[src/rtl/sqd4_pkg.sv]
`timescale 1ns / 1ps
// ----------------------------------------------------------------------------
// sqd4_pkg
// widths, saturation limit and beat types shared by the four-way squared
// distance unit
// ----------------------------------------------------------------------------
package sqd4_pkg;

    localparam int unsigned MAX_DIM = 4096;

    localparam int unsigned ELEM_W  = 8;
    localparam int unsigned DIFF_W  = ELEM_W + 1;
    localparam int unsigned PROD_W  = 2 * DIFF_W;
    localparam int unsigned SQ_W    = 2 * ELEM_W;
    localparam int unsigned DIST_W  = 28;
    localparam int unsigned SUM_W   = DIST_W + 1;

    localparam longint unsigned SQ_MAX     = 64'd65025;
    localparam longint unsigned DIST_MAX   = (64'd1 << DIST_W) - 64'd1;
    localparam longint unsigned LIMIT_FULL = SQ_MAX * 64'(MAX_DIM);
    localparam logic [DIST_W-1:0] DIST_LIMIT =
        (LIMIT_FULL > DIST_MAX) ? DIST_W'(DIST_MAX) : DIST_W'(LIMIT_FULL);

    typedef struct packed {
        logic signed [ELEM_W-1:0] query_elem;
        logic signed [ELEM_W-1:0] cand_a_elem;
        logic signed [ELEM_W-1:0] cand_b_elem;
        logic signed [ELEM_W-1:0] cand_c_elem;
        logic signed [ELEM_W-1:0] cand_d_elem;
        logic                     is_last;
    } t_in_beat;

    typedef struct packed {
        logic [DIST_W-1:0] dist_a;
        logic [DIST_W-1:0] dist_b;
        logic [DIST_W-1:0] dist_c;
        logic [DIST_W-1:0] dist_d;
    } t_out_beat;

    typedef struct packed {
        logic sq_load;
        logic acc_step;
        logic acc_clear;
    } t_lane_ctl;

endpackage

[src/rtl/sqd4_if.sv]
`timescale 1ns / 1ps
// ----------------------------------------------------------------------------
// sqd4_if
// valid/ready channels for input beats and result beats
// ----------------------------------------------------------------------------
interface sqd4_in_if import sqd4_pkg::*; ();
    logic     valid;
    logic     ready;
    t_in_beat data;

    modport source (output valid, output data, input ready);
    modport sink (input valid, input data, output ready);
endinterface

interface sqd4_out_if import sqd4_pkg::*; ();
    logic      valid;
    logic      ready;
    t_out_beat data;

    modport source (output valid, output data, input ready);
    modport sink (input valid, input data, output ready);
endinterface

[src/rtl/sqd4_lane.sv]
`timescale 1ns / 1ps
// ----------------------------------------------------------------------------
// sqd4_lane
// one candidate lane: registered squared difference and saturating
// accumulator
// ----------------------------------------------------------------------------
module sqd4_lane import sqd4_pkg::*; (
    input  logic                     i_clk,
    input  logic                     i_rst_n,
    input  t_lane_ctl                i_ctl,
    input  logic signed [ELEM_W-1:0] i_query,
    input  logic signed [ELEM_W-1:0] i_cand,
    output logic [DIST_W-1:0]        o_sum
);

    logic signed [DIFF_W-1:0] diff;
    logic signed [PROD_W-1:0] prod;
    logic [SQ_W-1:0]          n_sq;
    logic [SQ_W-1:0]          r_sq;
    logic [DIST_W-1:0]        r_acc;
    logic [SUM_W-1:0]         sum;

    assign diff = DIFF_W'(i_query) - DIFF_W'(i_cand);
    assign prod = diff * diff;
    assign n_sq = prod[SQ_W-1:0];

    always_ff @(posedge i_clk) begin
        if (!i_rst_n) begin
            r_sq <= '0;
        end else if (i_ctl.sq_load) begin
            r_sq <= n_sq;
        end
    end

    assign sum   = SUM_W'(r_acc) + SUM_W'(r_sq);
    assign o_sum = (sum > SUM_W'(DIST_LIMIT)) ? DIST_LIMIT : sum[DIST_W-1:0];

    always_ff @(posedge i_clk) begin
        if (!i_rst_n) begin
            r_acc <= '0;
        end else if (i_ctl.acc_step) begin
            r_acc <= i_ctl.acc_clear ? '0 : o_sum;
        end
    end

`ifndef SYNTH
    a_acc_in_range: assert property (@(posedge i_clk) disable iff (!i_rst_n)
        r_acc <= DIST_LIMIT)
        else $error("lane accumulator above distance limit");

    a_acc_cleared: assert property (@(posedge i_clk) disable iff (!i_rst_n)
        i_ctl.acc_step && i_ctl.acc_clear |=> r_acc == '0)
        else $error("lane accumulator not cleared after last beat");

    a_sum_saturates: assert property (@(posedge i_clk) disable iff (!i_rst_n)
        o_sum <= DIST_LIMIT && o_sum >= r_acc)
        else $error("lane sum not monotonic or above limit");
`endif

endmodule

[src/rtl/int8_squared_distance_four_way_unit.sv]
`timescale 1ns / 1ps
// ----------------------------------------------------------------------------
// int8_squared_distance_four_way_unit
// streams one query vector against four candidates, one dimension per beat,
// and returns the four squared euclidean distances on the last beat
// ----------------------------------------------------------------------------
// One input beat is taken every clock cycle while input is not stalled. A beat
// passes an input register, a register of the four squared differences, and
// the four accumulators; a beat marked last loads the result register with
// the final lane sums. Input stalls only while a last beat waits on a
// result register whose previous beat has not been taken. Each lane saturates
// at 65025 * MAX_DIM, capped at the 28-bit maximum, and clears after the last
// beat so the next vector starts from zero.
module int8_squared_distance_four_way_unit import sqd4_pkg::*; (
    input  logic           i_clk,
    input  logic           i_rst_n,
    sqd4_in_if.sink        i_in,
    sqd4_out_if.source     o_out
);

    logic      r_in_valid;
    t_in_beat  r_in;
    logic      r_sq_valid;
    logic      r_sq_last;
    logic      r_out_valid;
    t_out_beat r_out;

    logic      out_free;
    logic      acc_step;
    logic      sq_free;
    logic      in_free;
    t_lane_ctl lane_ctl;
    t_out_beat n_out;

    assign out_free = !r_out_valid || o_out.ready;
    assign acc_step = r_sq_valid && (!r_sq_last || out_free);
    assign sq_free  = !r_sq_valid || acc_step;
    assign in_free  = !r_in_valid || sq_free;

    assign i_in.ready = in_free;

    assign lane_ctl.sq_load   = r_in_valid && sq_free;
    assign lane_ctl.acc_step  = acc_step;
    assign lane_ctl.acc_clear = r_sq_last;

    sqd4_lane u_lane_a (
        .i_clk   (i_clk),
        .i_rst_n (i_rst_n),
        .i_ctl   (lane_ctl),
        .i_query (r_in.query_elem),
        .i_cand  (r_in.cand_a_elem),
        .o_sum   (n_out.dist_a)
    );

    sqd4_lane u_lane_b (
        .i_clk   (i_clk),
        .i_rst_n (i_rst_n),
        .i_ctl   (lane_ctl),
        .i_query (r_in.query_elem),
        .i_cand  (r_in.cand_b_elem),
        .o_sum   (n_out.dist_b)
    );

    sqd4_lane u_lane_c (
        .i_clk   (i_clk),
        .i_rst_n (i_rst_n),
        .i_ctl   (lane_ctl),
        .i_query (r_in.query_elem),
        .i_cand  (r_in.cand_c_elem),
        .o_sum   (n_out.dist_c)
    );

    sqd4_lane u_lane_d (
        .i_clk   (i_clk),
        .i_rst_n (i_rst_n),
        .i_ctl   (lane_ctl),
        .i_query (r_in.query_elem),
        .i_cand  (r_in.cand_d_elem),
        .o_sum   (n_out.dist_d)
    );

    // input beat register
    always_ff @(posedge i_clk) begin
        if (!i_rst_n) begin
            r_in_valid <= 1'b0;
        end else if (in_free) begin
            r_in_valid <= i_in.valid;
        end
    end

    always_ff @(posedge i_clk) begin
        if (in_free && i_in.valid) begin
            r_in <= i_in.data;
        end
    end

    // squared difference stage
    always_ff @(posedge i_clk) begin
        if (!i_rst_n) begin
            r_sq_valid <= 1'b0;
            r_sq_last  <= 1'b0;
        end else if (sq_free) begin
            r_sq_valid <= r_in_valid;
            r_sq_last  <= r_in_valid && r_in.is_last;
        end
    end

    // result register
    always_ff @(posedge i_clk) begin
        if (!i_rst_n) begin
            r_out_valid <= 1'b0;
        end else if (acc_step && r_sq_last) begin
            r_out_valid <= 1'b1;
        end else if (o_out.ready) begin
            r_out_valid <= 1'b0;
        end
    end

    always_ff @(posedge i_clk) begin
        if (acc_step && r_sq_last) begin
            r_out <= n_out;
        end
    end

    assign o_out.valid = r_out_valid;
    assign o_out.data  = r_out;

`ifndef SYNTH
    a_result_from_last: assert property (@(posedge i_clk) disable iff (!i_rst_n)
        $rose(r_out_valid) |-> $past(r_sq_valid && r_sq_last))
        else $error("result beat without a last beat");

    a_last_held: assert property (@(posedge i_clk) disable iff (!i_rst_n)
        r_sq_valid && r_sq_last && r_out_valid && !o_out.ready
        |=> r_sq_valid && r_sq_last)
        else $error("last beat dropped while result register full");

    a_no_overwrite: assert property (@(posedge i_clk) disable iff (!i_rst_n)
        r_out_valid && !o_out.ready |-> !(acc_step && r_sq_last))
        else $error("result register overwritten before it was taken");
`endif

endmodule

[src/flat_wrapper.sv]
// flat-port wrapper written by rule: the top's interface ports become plain ports
module int8_squared_distance_four_way_unit_flat import sqd4_pkg::*;
  (i_clk, i_rst_n, i_in_valid, i_in_data, i_in_ready, o_out_valid, o_out_data, o_out_ready);
  sqd4_in_if i_in_i ();
  sqd4_out_if o_out_i ();
  input  logic i_clk;
  input  logic i_rst_n;
  input wire logic [$bits(i_in_i.valid)-1:0] i_in_valid;
  input wire logic [$bits(i_in_i.data)-1:0] i_in_data;
  output wire logic [$bits(i_in_i.ready)-1:0] i_in_ready;
  output wire logic [$bits(o_out_i.valid)-1:0] o_out_valid;
  output wire logic [$bits(o_out_i.data)-1:0] o_out_data;
  input wire logic [$bits(o_out_i.ready)-1:0] o_out_ready;
  assign i_in_i.valid = i_in_valid;
  assign i_in_i.data = i_in_data;
  assign i_in_ready = i_in_i.ready;
  assign o_out_valid = o_out_i.valid;
  assign o_out_data = o_out_i.data;
  assign o_out_i.ready = o_out_ready;
  int8_squared_distance_four_way_unit u_core (.i_clk(i_clk), .i_rst_n(i_rst_n), .i_in(i_in_i), .o_out(o_out_i));
endmodule
[config.mk]
export PLATFORM = sky130hd
export DESIGN_NAME = int8_squared_distance_four_way_unit_flat
export DESIGN_NICKNAME = d
export VERILOG_FILES = /design/src/rtl/sqd4_pkg.sv /design/src/rtl/sqd4_if.sv /design/src/rtl/sqd4_lane.sv /design/src/rtl/int8_squared_distance_four_way_unit.sv /design/src/flat_wrapper.sv
export SDC_FILE = /design/constraint.sdc
export NUM_CORES = 1
export LEC_CHECK = 0
export BUFFER_PORTS_ARGS = -buffer_cell sky130_fd_sc_hd__buf_4
export CORE_MARGIN = 1
export CORE_UTILIZATION = 63
export CTS_CLUSTER_DIAMETER = 40
export DETAILED_ROUTE_END_ITERATION = 6
export PLACE_DENSITY = 0.82
export SETUP_SLACK_MARGIN = 0.1
export SLEW_MARGIN = 10
export SYNTH_ARGS = -nofsm -noshare
export SYNTH_HDL_FRONTEND = slang
export SYNTH_SLANG_ARGS = --single-unit
export TNS_END_PERCENT = 5
[constraint.sdc]
create_clock -name i_clk -period 9.6 [get_ports i_clk]
set_input_delay 1.92 -clock i_clk [delete_from_list [all_inputs] [get_ports i_clk]]
set_output_delay 1.92 -clock i_clk [all_outputs]
set_load 0.03 [all_outputs]
* Yosys cells after proc, flatten, opt, wreduce, memory -nomap -nowiden *
Index checks and enable logic that the tools add are counted.

storage, ports and cells
  register bits after elaboration = 333
  output and inout bits = 114

cells by class
  add/sub/neg operators = 8
  multiply operators = 4
  magnitude comparators = 4
  mux-type cells = 10
  reductions and logical operators = 14

operators with widths
  cell                                                             count
  two-way mux 28 bit                                               8
  adder 28 x 16 -> 29 bit                                          4
  greater-than comparator 29 x 28 -> 1 bit, second input constant  4
  multiplier 9 x 9 -> 16 bit                                       4
  subtractor 8 x 8 -> 9 bit                                        4
  logical AND 1 bit                                                5
  logical NOT 1 bit                                                4
  logical OR 1 bit                                                 4
  two-way mux 1 bit                                                2
  nonzero test 2 bit                                               1

* Depth between registers and ports, before layout *
Gate-level depths: netlist of run 1.

  word-level depth = 7
  mapped depth = 34

* Cells and area by module *
From an unflattened synthesis of run 1, not the netlist that was laid out.

second synthesis, totals
  cells, all modules = 2914
  area, all modules = 27345.0 um^2

modules (own cells, without submodules)
  module                               times used  cells an instance  area an instance (um^2)  sequential area each (um^2)
  sqd4_lane at u_core.u_lane_b         1           683                5788.1                   860.8
  sqd4_lane at u_core.u_lane_d         1           708                5753.0                   860.8
  sqd4_lane at u_core.u_lane_a         1           703                5666.7                   860.8
  sqd4_lane at u_core.u_lane_c         1           646                5360.1                   860.8
  int8_squared_distance_four_way_unit  1           174                4777.1                   4674.5

* Worst setup path before layout of run 1 *
Ideal clock, no wire load.

  kind = input to register
  from = input o_out_ready
  to = register u_core.r_out (netlist bit u_core.o_out.data[0]), enable pin
  setup time = 0.586 ns
  arrival time = 6.902 ns
  required time = 9.014 ns
  slack = 2.112 ns
  stages on the path = 4
  path buffers = 0
  cells stage by stage = nor2b_1 > nand2_1 > nand2_1 > nor2_1

between the ends
  word-level cells in the longest chain between the ends = 4

RTL lines
  item                  line                                        text
  from (decl)           flat_wrapper.sv:13                          input wire logic [$bits(o_out_i.ready)-1:0] o_out_ready;
  logical OR 1 bit      int8_squared_distance_four_way_unit.sv:35   assign out_free = !r_out_valid || o_out.ready;
  logical OR 1 bit      int8_squared_distance_four_way_unit.sv:36   assign acc_step = r_sq_valid && (!r_sq_last || out_free);
  logical AND 1 bit     int8_squared_distance_four_way_unit.sv:36
  logical AND 1 bit     int8_squared_distance_four_way_unit.sv:120  if (acc_step && r_sq_last) begin
  to (signal assigned)  int8_squared_distance_four_way_unit.sv:121  r_out <= n_out;
  to (decl)             int8_squared_distance_four_way_unit.sv:26   t_out_beat r_out;

Every way passes these cells.
A chain may end at the register's enable or synchronous reset.

* Worst setup path in the final report of run 1 *
  from = register u_core.r_in[34] in the netlist's numbering
  to = register u_core.u_lane_d.r_sq[15]

between the ends
  word-level cells in the longest chain between the ends = 2

RTL lines
  item                        line                                       text
  from (decl)                 int8_squared_distance_four_way_unit.sv:22  t_in_beat r_in;
  from (signal assigned)      int8_squared_distance_four_way_unit.sv:93  r_in <= i_in.data;
  subtractor 8 x 8 -> 9 bit   sqd4_lane.sv:23                            assign diff = DIFF_W'(i_query) - DIFF_W'(i_cand);
  multiplier 9 x 9 -> 16 bit  sqd4_lane.sv:24                            assign prod = diff * diff;
  to (signal assigned)        sqd4_lane.sv:31                            r_sq <= n_sq;
  to (decl)                   sqd4_lane.sv:19                            logic [SQ_W-1:0] r_sq;

Every way passes these cells.

==> results.toml, run 1 <==
[sta]
period_share_pct = 79.8
slew_headroom_pct = 19.4
hold_viol_final = 0
final.setup.tns_ps = 0
finalSetupViolCount = 0
rsz0062_at_grt = "no"
slew_violations = 0
fmax_mhz = 131
min_period_ps = 7660
worst_pin_slew_ps = 1210
skew_ps = 31.0

[drt]
drtIter0Drc = 1391
final_antenna_net_count = 0
avgViaCountPerCell = 5.71
drt_wl_total_um = 58300
vias = 20200
drc_errors = 28
firstDrtPassIters = 7
drt-wirelength-per-cell_um = 16.5

[worst_setup_path]
cp-start-kind = "flip-flop"
required_ps = 10010
critPathKind = "reg -> reg"
critPathLaunch = "u_core.r_in[34]$_DFFE_PP_"
rr_startpoint = "u_core.r_in[34]$_DFFE_PP_"
end_kind = "flip-flop"
cp.arrival_ps = 8070
crit_fanout = 12
cp_slowest_stage_delay_ps = 830
slowest_stage = "a31oi_1"

[yosys]
yosysUniqueCellTypes = 95
synth_edf_count = 153
yosysSeqAreaShare_pct = 30.9
syn_nets = 3342
yosysWarnings = 0
ys_ff_latch = 329
avgSynthCellArea_sq_um = 9.21
synth-main-ff-cell = "dfxtp_1"
synth_cells = 2854
synth-async-reset-ratio_pct = 0
netlist_area_sq_um = 26300

[placed_design]
io_buffer_count = 158
place_congestion = 0.942
dp.cells = 3456
hpwl_um = 44600

[floorplan]
placeableCoreArea_sq_um = 41000
dieArea_sq_um = 42600
fp.dieW_um = 206
start_util_pct = 64.1
io_pins = 159
fp.dieH_um = 206
row_count = 74

[cts]
htreeDepth = 2
clk_pin_slew_ps = 60
cts_made_buffers = 44
post_cts_resized = 0
cts_num_sinks = 329
post-cts-setup-buffers = 0
root_buffer = "clkbuf_16"
cts_tree = "built"
clockBufferDepth = 3
clk-insertion-delay-late_ps = 580
hold_buffers = 0

[finish]
seq_area_sq_um = 8120
fin_nets = 3458
insertedDiodeCount = 0
multi_input_area_sq_um = 16300
syn_to_final_growth_pct = 11.9
fill_cells = 2961
fin_cells = 3537
drive_gt1_share_pct = 9.98

[global_routing]
antenna_found_initial = 1
grt_pass1_vias = 20200
grtUsageTotal_pct = 28.1
grt_first_pass_wirelength_um = 96600
grt_max_degree = 92
grt-ovfl-total = 0

[run_status]
failed_checks = "design-rule violations"
status = "complete, but fails checks"

[hold_path]
hold_class = "reg -> reg"
hp-start = "u_core.u_lane_b.r_acc[11]$_SDFFE_PN0P_"

[flow_run]
cap_violations = 0
[flip-flops by register name, indices dropped and copies added, names as in the netlist]
signal	count
u_core.o_out.data	112
u_core.r_sq_valid	1
u_core.r_sq_last	1
u_core.r_in	41
u_core.u_lane_a.r_sq	15
u_core.u_lane_b.r_acc	28
u_core.u_lane_c.r_acc	28
u_core.u_lane_a.r_acc	28
u_core.u_lane_b.r_sq	15
u_core.u_lane_d.r_sq	15
u_core.u_lane_d.r_acc	28
u_core.r_in_valid	1
u_core.o_out.valid	1
u_core.u_lane_c.r_sq	15
[layout make-up]
type / instances / share of cell area [%]
Tap cell: 532 / 2.26
Inverter: 396 / 5.05
Sequential cell: 329 / 27.6
Clock inverter: 30 / 1.37
Clock buffer: 51 / 3.97
Multi-Input combinational cell: 2026 / 55.3
Timing Repair Buffer: 173 / 4.41
[synth_stat cells, drive strengths merged, types with 7 or more instances]
cell type | count | share of area [%]
a21oi | 155 | 3.0
xnor2 | 124 | 4.1
o211ai | 18 | 0.51
nor3b | 8 | 0.27
inv | 396 | 5.7
a21o | 43 | 1.2
nand2 | 329 | 4.7
a211oi | 25 | 0.79
dfxtp | 176 | 13
clkbuf | 76 | 1.1
o21bai | 18 | 0.51
nor2 | 252 | 3.6
a2111oi | 7 | 0.33
o21a | 15 | 0.43
or2 | 20 | 0.48
a31oi | 14 | 0.33
nor2b | 35 | 0.83
nand4 | 10 | 0.24
nor3 | 29 | 0.55
and3 | 25 | 0.59
fa | 213 | 16
xor2 | 54 | 1.8
buf | 27 | 0.57
or3 | 10 | 0.24
a22o | 19 | 0.63
and2 | 20 | 0.49
o21ai | 136 | 2.6
ha | 230 | 11
edfxtp | 153 | 17
a22oi | 11 | 0.31
nand2b | 44 | 1.1
o31ai | 17 | 0.56
nand3 | 35 | 0.67
nor4 | 7 | 0.17
[worst paths after layout]
path                                                          endpoint  slack, ps  cells past startpoint
worst min register to register  u_core.u_lane_b.r_acc[11]$_SDFFE_PN0P_        450                      2
worst max register to register   u_core.u_lane_d.r_sq[15]$_SDFFE_PN0P_       1940                     29
worst min-delay path            u_core.u_lane_b.r_acc[11]$_SDFFE_PN0P_        450                      2
worst max-delay path             u_core.u_lane_d.r_sq[15]$_SDFFE_PN0P_       1940                     29
[logic make-up (layout without fill, tap and decap cells)]
logic type / count (synthesis) / in the layout / synth area share (%)
multiplexers: 6 / 6 / 0.238
buffers and inverters: 499 / 650 / 7.32
AND/OR/NAND/NOR: 854 / 854 / 14.9
AO/OA/AOI/OAI: 545 / 545 / 13.6
XOR/XNOR: 178 / 178 / 5.93
flip-flops: 329 / 329 / 30.9
adder cells (fa/ha/maj): 443 / 443 / 27.2
[per-layer routing]
layer  vias to the layer above  part of all wire, %  wire length [um]  global-route usage, %
met3                       112                  6.0              3490                   3.69
met4                         0                  2.5              1450                   8.32
met5                         -                    0                 0                      0
met1                      9676                   44             25700                   37.6
li1                       9777                    -                 -                      -
met2                       618                   47             27700                   47.5
[placed cells by master (no fill, tap or decap), drive strengths merged, types with 10 or more instances in the layout]
cell type and instances:
o21ai 136, nor2 252, fa 213, or3 10, nor2b 35, o21bai 18
nand2 329, buf 173, o31ai 17, inv 404, dfxtp 176, edfxtp 153
and3 25, a211oi 25, nand2b 44, a31oi 14, nand3 35, a22o 19
xor2 54, ha 230, a21oi 155, a21o 43, and2 20, a22oi 11
o211ai 18, nor3 29, clkinv 13, clkbuf 51, xnor2 124, o21a 15
or2 20, nand4 10
[critical path: cells and delay by family, from the launching register on]
family	cells	cell delay [ps]
buf+inv	6	470
simple gates	4	490
fa+ha+maj	7	3450
flops	1	490
xor+xnor	1	140
compound gates	11	2440
[per-stage QoR]
| step | hold slack [ps] | util [%] | setup slack [ps] | instance area [sq um] |
|---|---|---|---|---|
| 2_1_floorplan | 429 | - | 2110 | 26300 |
| 3_3_place_gp | 438 | 67.9 | 2330 | 27900 |
| 3_5_place_dp | 447 | 67.9 | 2070 | 27900 |
| 4_1_cts | 454 | 71.8 | 2000 | 29400 |
| 5_1_grt | 466 | 71.8 | 1450 | 29400 |
| 6_report | 452 | 71.8 | 1940 | 29400 |
Power of run 1 is not shown: default switching activity piles up to over one toggle a cycle in this logic, so the estimate is an artifact.
==> run 2, diff against run 1 <==
CORE_UTILIZATION = 57   (was 63)
PLACE_DENSITY = 0.78   (was 0.82)
clock period = 6.5 ns   (was 9.6 ns; I/O delays follow)
==> results.toml, run 2 (synthesized netlist as in run 1, its figures left out) <==
[floorplan]
dieArea_sq_um = 47000
fp.dieH_um = 217
fp.dieW_um = 217
row_count = 78
io_pins = 159
placeableCoreArea_sq_um = 45500
start_util_pct = 57.8

[sta]
fmax_mhz = 153
finalSetupViolCount = 4
period_share_pct = 100
min_period_ps = 6520
fin_ws_ps = -21.9
slew_violations = 0
hold_viol_final = 0
rsz0062_at_grt = "yes"
whs_ps = 453
skew_ps = 24.9
slew_headroom_pct = 18.7
worst_pin_slew_ps = 1220

[cts]
cts_made_buffers = 45
clockBufferDepth = 3
clk-insertion-delay-late_ps = 590
clk_pin_slew_ps = 60
htreeDepth = 2
cts_tree = "built"
root_buffer = "clkbuf_16"
cts_num_sinks = 329

[finish]
syn_to_final_growth_pct = 17.3
mostFrequentLayoutCells = "inv_1, nand2_1, buf_4"
fin_nets = 3579
largest_reg_flops = 112
final_cell_area_sq_um = 30800
drive_gt1_share_pct = 16.9
final_common_cell = "inv_1"
fin_cells = 3728
fill_cells = 3496
insertedDiodeCount = 0

[worst_setup_path]
slowest_stage = "fa_2"
cp_slowest_stage_delay_ps = 570
cp-start-kind = "flip-flop"
crit_fanout = 4
cp.arrival_ps = 6950
critPathKind = "reg -> reg"
required_ps = 6930
end_kind = "flip-flop"

[placed_design]
dp.cells = 3619
io_buffer_count = 158
dpl_cell_area_sq_um = 28700
hpwl_um = 45300
place_congestion = 0.921

[drt]
drc_errors = 0
firstDrtPassIters = 6
avgViaCountPerCell = 5.58
vias = 20800
drt-wirelength-per-cell_um = 16.2
drtIter0Drc = 1417
final_antenna_net_count = 0
drt_wl_total_um = 60500

[hold_path]
hold_class = "reg -> reg"

[global_routing]
grt_pass1_vias = 20800
grt_max_degree = 72
grt_first_pass_wirelength_um = 100000
grt-ovfl-total = 0
grtUsageTotal_pct = 25.9
antenna_found_initial = 0

[run_status]
failed_checks = "negative setup slack"
status = "complete, but fails checks"

[flow_run]
cap_violations = 0
## run 2: worst paths after layout
check                                   startpoint                                    end  slack, ps  depth (start not counted)
max                      u_core.r_in[33]$_DFFE_PP_  u_core.u_lane_a.r_sq[15]$_SDFFE_PN0P_        -20                         32
min          u_core.u_lane_b.r_acc[8]$_SDFFE_PN0P_  u_core.u_lane_b.r_acc[8]$_SDFFE_PN0P_        450                          2
max reg2reg              u_core.r_in[33]$_DFFE_PP_  u_core.u_lane_a.r_sq[15]$_SDFFE_PN0P_        -20                         32
min reg2reg  u_core.u_lane_b.r_acc[8]$_SDFFE_PN0P_  u_core.u_lane_b.r_acc[8]$_SDFFE_PN0P_        450                          2
## run 2: layer usage
layer	GRT usage, %	routed length (um)	vias up
li1	-	-	9998
met1	35.3	26800	10100
met2	42.6	28600	632
met3	3.69	3570	115
met4	8.43	1550	0
met5	0	0	-
## run 2: critical path, delay by kind of cell, from the launching register on
family                     cells  cell delay, ps
DFF                            1             380
and+or+nand+nor                3             390
buffers and inverters          8             610
xor gates and xnor gates       2             270
adders and majority gates      8            3110
AOI/OAI and AO/OA             11            1600
## run 2: cell type report
cell class	instances	area [sq um]	share of cell area, %
Clock buffer	52	1190	3.85
Clock inverter	32	358	1.16
Inverter	396	1490	4.82
Multi-Input combinational cell	2026	16700	54.3
Sequential cell	329	8120	26.3
Tap cell	600	751	2.43
Timing Repair Buffer	293	2210	7.16
## run 2: what timing repair did
action	4_1_cts	5_1_grt
setup buffers	17	8
setup endpoints to repair	18	27
resized for setup	53	68
hold buffers	0	0
pin swaps	61	78
## run 2: stage by stage
| step | util [%] | worst slack [ps] | TNS [ps] |
|---|---|---|---|
| 6_report | 67.8 | -21.9 | -49.5 |
| 5_1_grt | 67.8 | -361 | -4200 |
| 4_1_cts | 67.1 | 11.0 | 0 |
| 3_5_place_dp | 63.0 | -283 | -2150 |
| 3_3_place_gp | 63.0 | -25.3 | -25.3 |
| 2_1_floorplan | - | -184 | -481 |
Power of run 2 is left out for the same reason.
==> run 3, diff against run 2 <==
CELL_PAD_IN_SITES_DETAIL_PLACEMENT = 0   (was default)
CELL_PAD_IN_SITES_GLOBAL_PLACEMENT = 1   (was default)
CORE_UTILIZATION = 44   (was 57)
PLACE_DENSITY = default   (was 0.78)
PLACE_DENSITY_LB_ADDON = 0.1   (was default)
==> results.toml, run 3 (synthesized netlist as in run 1, its figures left out) <==
[sta]
skew_ps = 23.0
fin_ws_ps = 155
rsz0062_at_grt = "yes"
min_period_ps = 6350
slew_headroom_pct = 28.0
final.setup.tns_ps = 0
worst_pin_slew_ps = 1070
hold_viol_final = 0
slew_violations = 0
finalSetupViolCount = 0
fmax_mhz = 158
period_share_pct = 97.6

[drt]
drc_errors = 0
firstDrtPassIters = 5
final_antenna_net_count = 0
avgViaCountPerCell = 5.12
drt-wirelength-per-cell_um = 15.7
drt_wl_total_um = 62000
drtIter0Drc = 950
vias = 20200

[finish]
fin_util_pct = 54.0
largest_reg_flops = 112
insertedDiodeCount = 0
final_common_cell = "inv_1"
fin_nets = 3618
fill_cells = 5386
drive_gt1_share_pct = 19.0
final_cell_area_sq_um = 31900
mostFrequentLayoutCells = "inv_1, nand2_1, buf_4"
syn_to_final_growth_pct = 21.3

[floorplan]
fp.dieW_um = 246
start_util_pct = 44.6
placeableCoreArea_sq_um = 59000
dieArea_sq_um = 60700
fp.dieH_um = 246
io_pins = 159
row_count = 89

[cts]
cts_made_buffers = 59
cts_tree = "built"
htreeDepth = 2
clockBufferDepth = 3
clk_pin_slew_ps = 50
clk-insertion-delay-late_ps = 620
root_buffer = "clkbuf_16"
cts_num_sinks = 329
hold_buffers = 0

[worst_setup_path]
end_kind = "flip-flop"
required_ps = 6970
crit_fanout = 4
cpMostUsedCell = "fa_1"
cp.arrival_ps = 6810
cp-start-kind = "flip-flop"
cp_slowest_stage_delay_ps = 520
critPathKind = "reg -> reg"
cpLargestDelayFamily = "adder cells"
slowest_stage = "fa_1"
cp_num_buf_inv = 6

[global_routing]
grt_max_degree = 76
grtUsageTotal_pct = 20.6
antenna_found_initial = 1
grt-ovfl-total = 0
grt_first_pass_wirelength_um = 102000
grt_pass1_vias = 20100

[placed_design]
io_buffer_count = 158
post-place-ws_ps = -237
dpl_cell_area_sq_um = 29000
hpwl_um = 48100
place_congestion = 0.868

[hold_path]
hold_class = "reg -> reg"

[run_status]
status = "finished clean"

[flow_run]
cap_violations = 0
==> run 3: cell type report <==
type | instances | area, sq um | area share, %
clock inverter | 48 | 542 | 1.70
timing repair buffer | 318 | 2420 | 7.59
inverter | 396 | 1490 | 4.68
sequential | 329 | 8120 | 25.4
tap | 773 | 967 | 3.03
clock buffer | 63 | 1490 | 4.68
multi-input combinational | 2026 | 16900 | 52.9
==> run 3: per-stage QoR <==
stage	hold WS (ps)	cells
detailed placement	449	3812
CTS	456	3940
finish	453	3953
floorplan	429	2854
global placement	439	3812
global route	468	3953
==> run 3: path summary, 6_finish.rpt <==
check | startpoint | endpoint | slack, ps | cells after the start
worst min-delay path | u_core.u_lane_c.r_acc[3]$_SDFFE_PN0P_ | u_core.u_lane_c.r_acc[3]$_SDFFE_PN0P_ | 450 | 2
worst max-delay path | u_core.r_in[34]$_DFFE_PP_ | u_core.u_lane_c.r_sq[15]$_SDFFE_PN0P_ | 150 | 32
worst max register to register | u_core.r_in[34]$_DFFE_PP_ | u_core.u_lane_c.r_sq[15]$_SDFFE_PN0P_ | 150 | 32
worst min register to register | u_core.u_lane_c.r_acc[3]$_SDFFE_PN0P_ | u_core.u_lane_c.r_acc[3]$_SDFFE_PN0P_ | 450 | 2
==> run 3: repair_timing <==
item                       4_1_cts  5_1_grt
pin swaps                       72      122
setup endpoints to repair       18       27
resized for setup               48      111
setup buffers                   17       15
==> run 3: layer usage <==
layer | vias to the layer above | GRT usage (%) | wire length [um]
met5 | - | 0 | 0
met4 | 0 | 5.23 | 1150
met3 | 92 | 2.37 | 2560
met2 | 339 | 32.6 | 27700
met1 | 9709 | 29.7 | 30600
li1 | 10100 | - | -
==> run 3: tightest hold or removal path, stage by stage (launching register included) <==
cell and delay, ps:
dfxtp_1 310, nand2_1 50, o21ai_1 50
Power of run 3 is left out for the same reason.
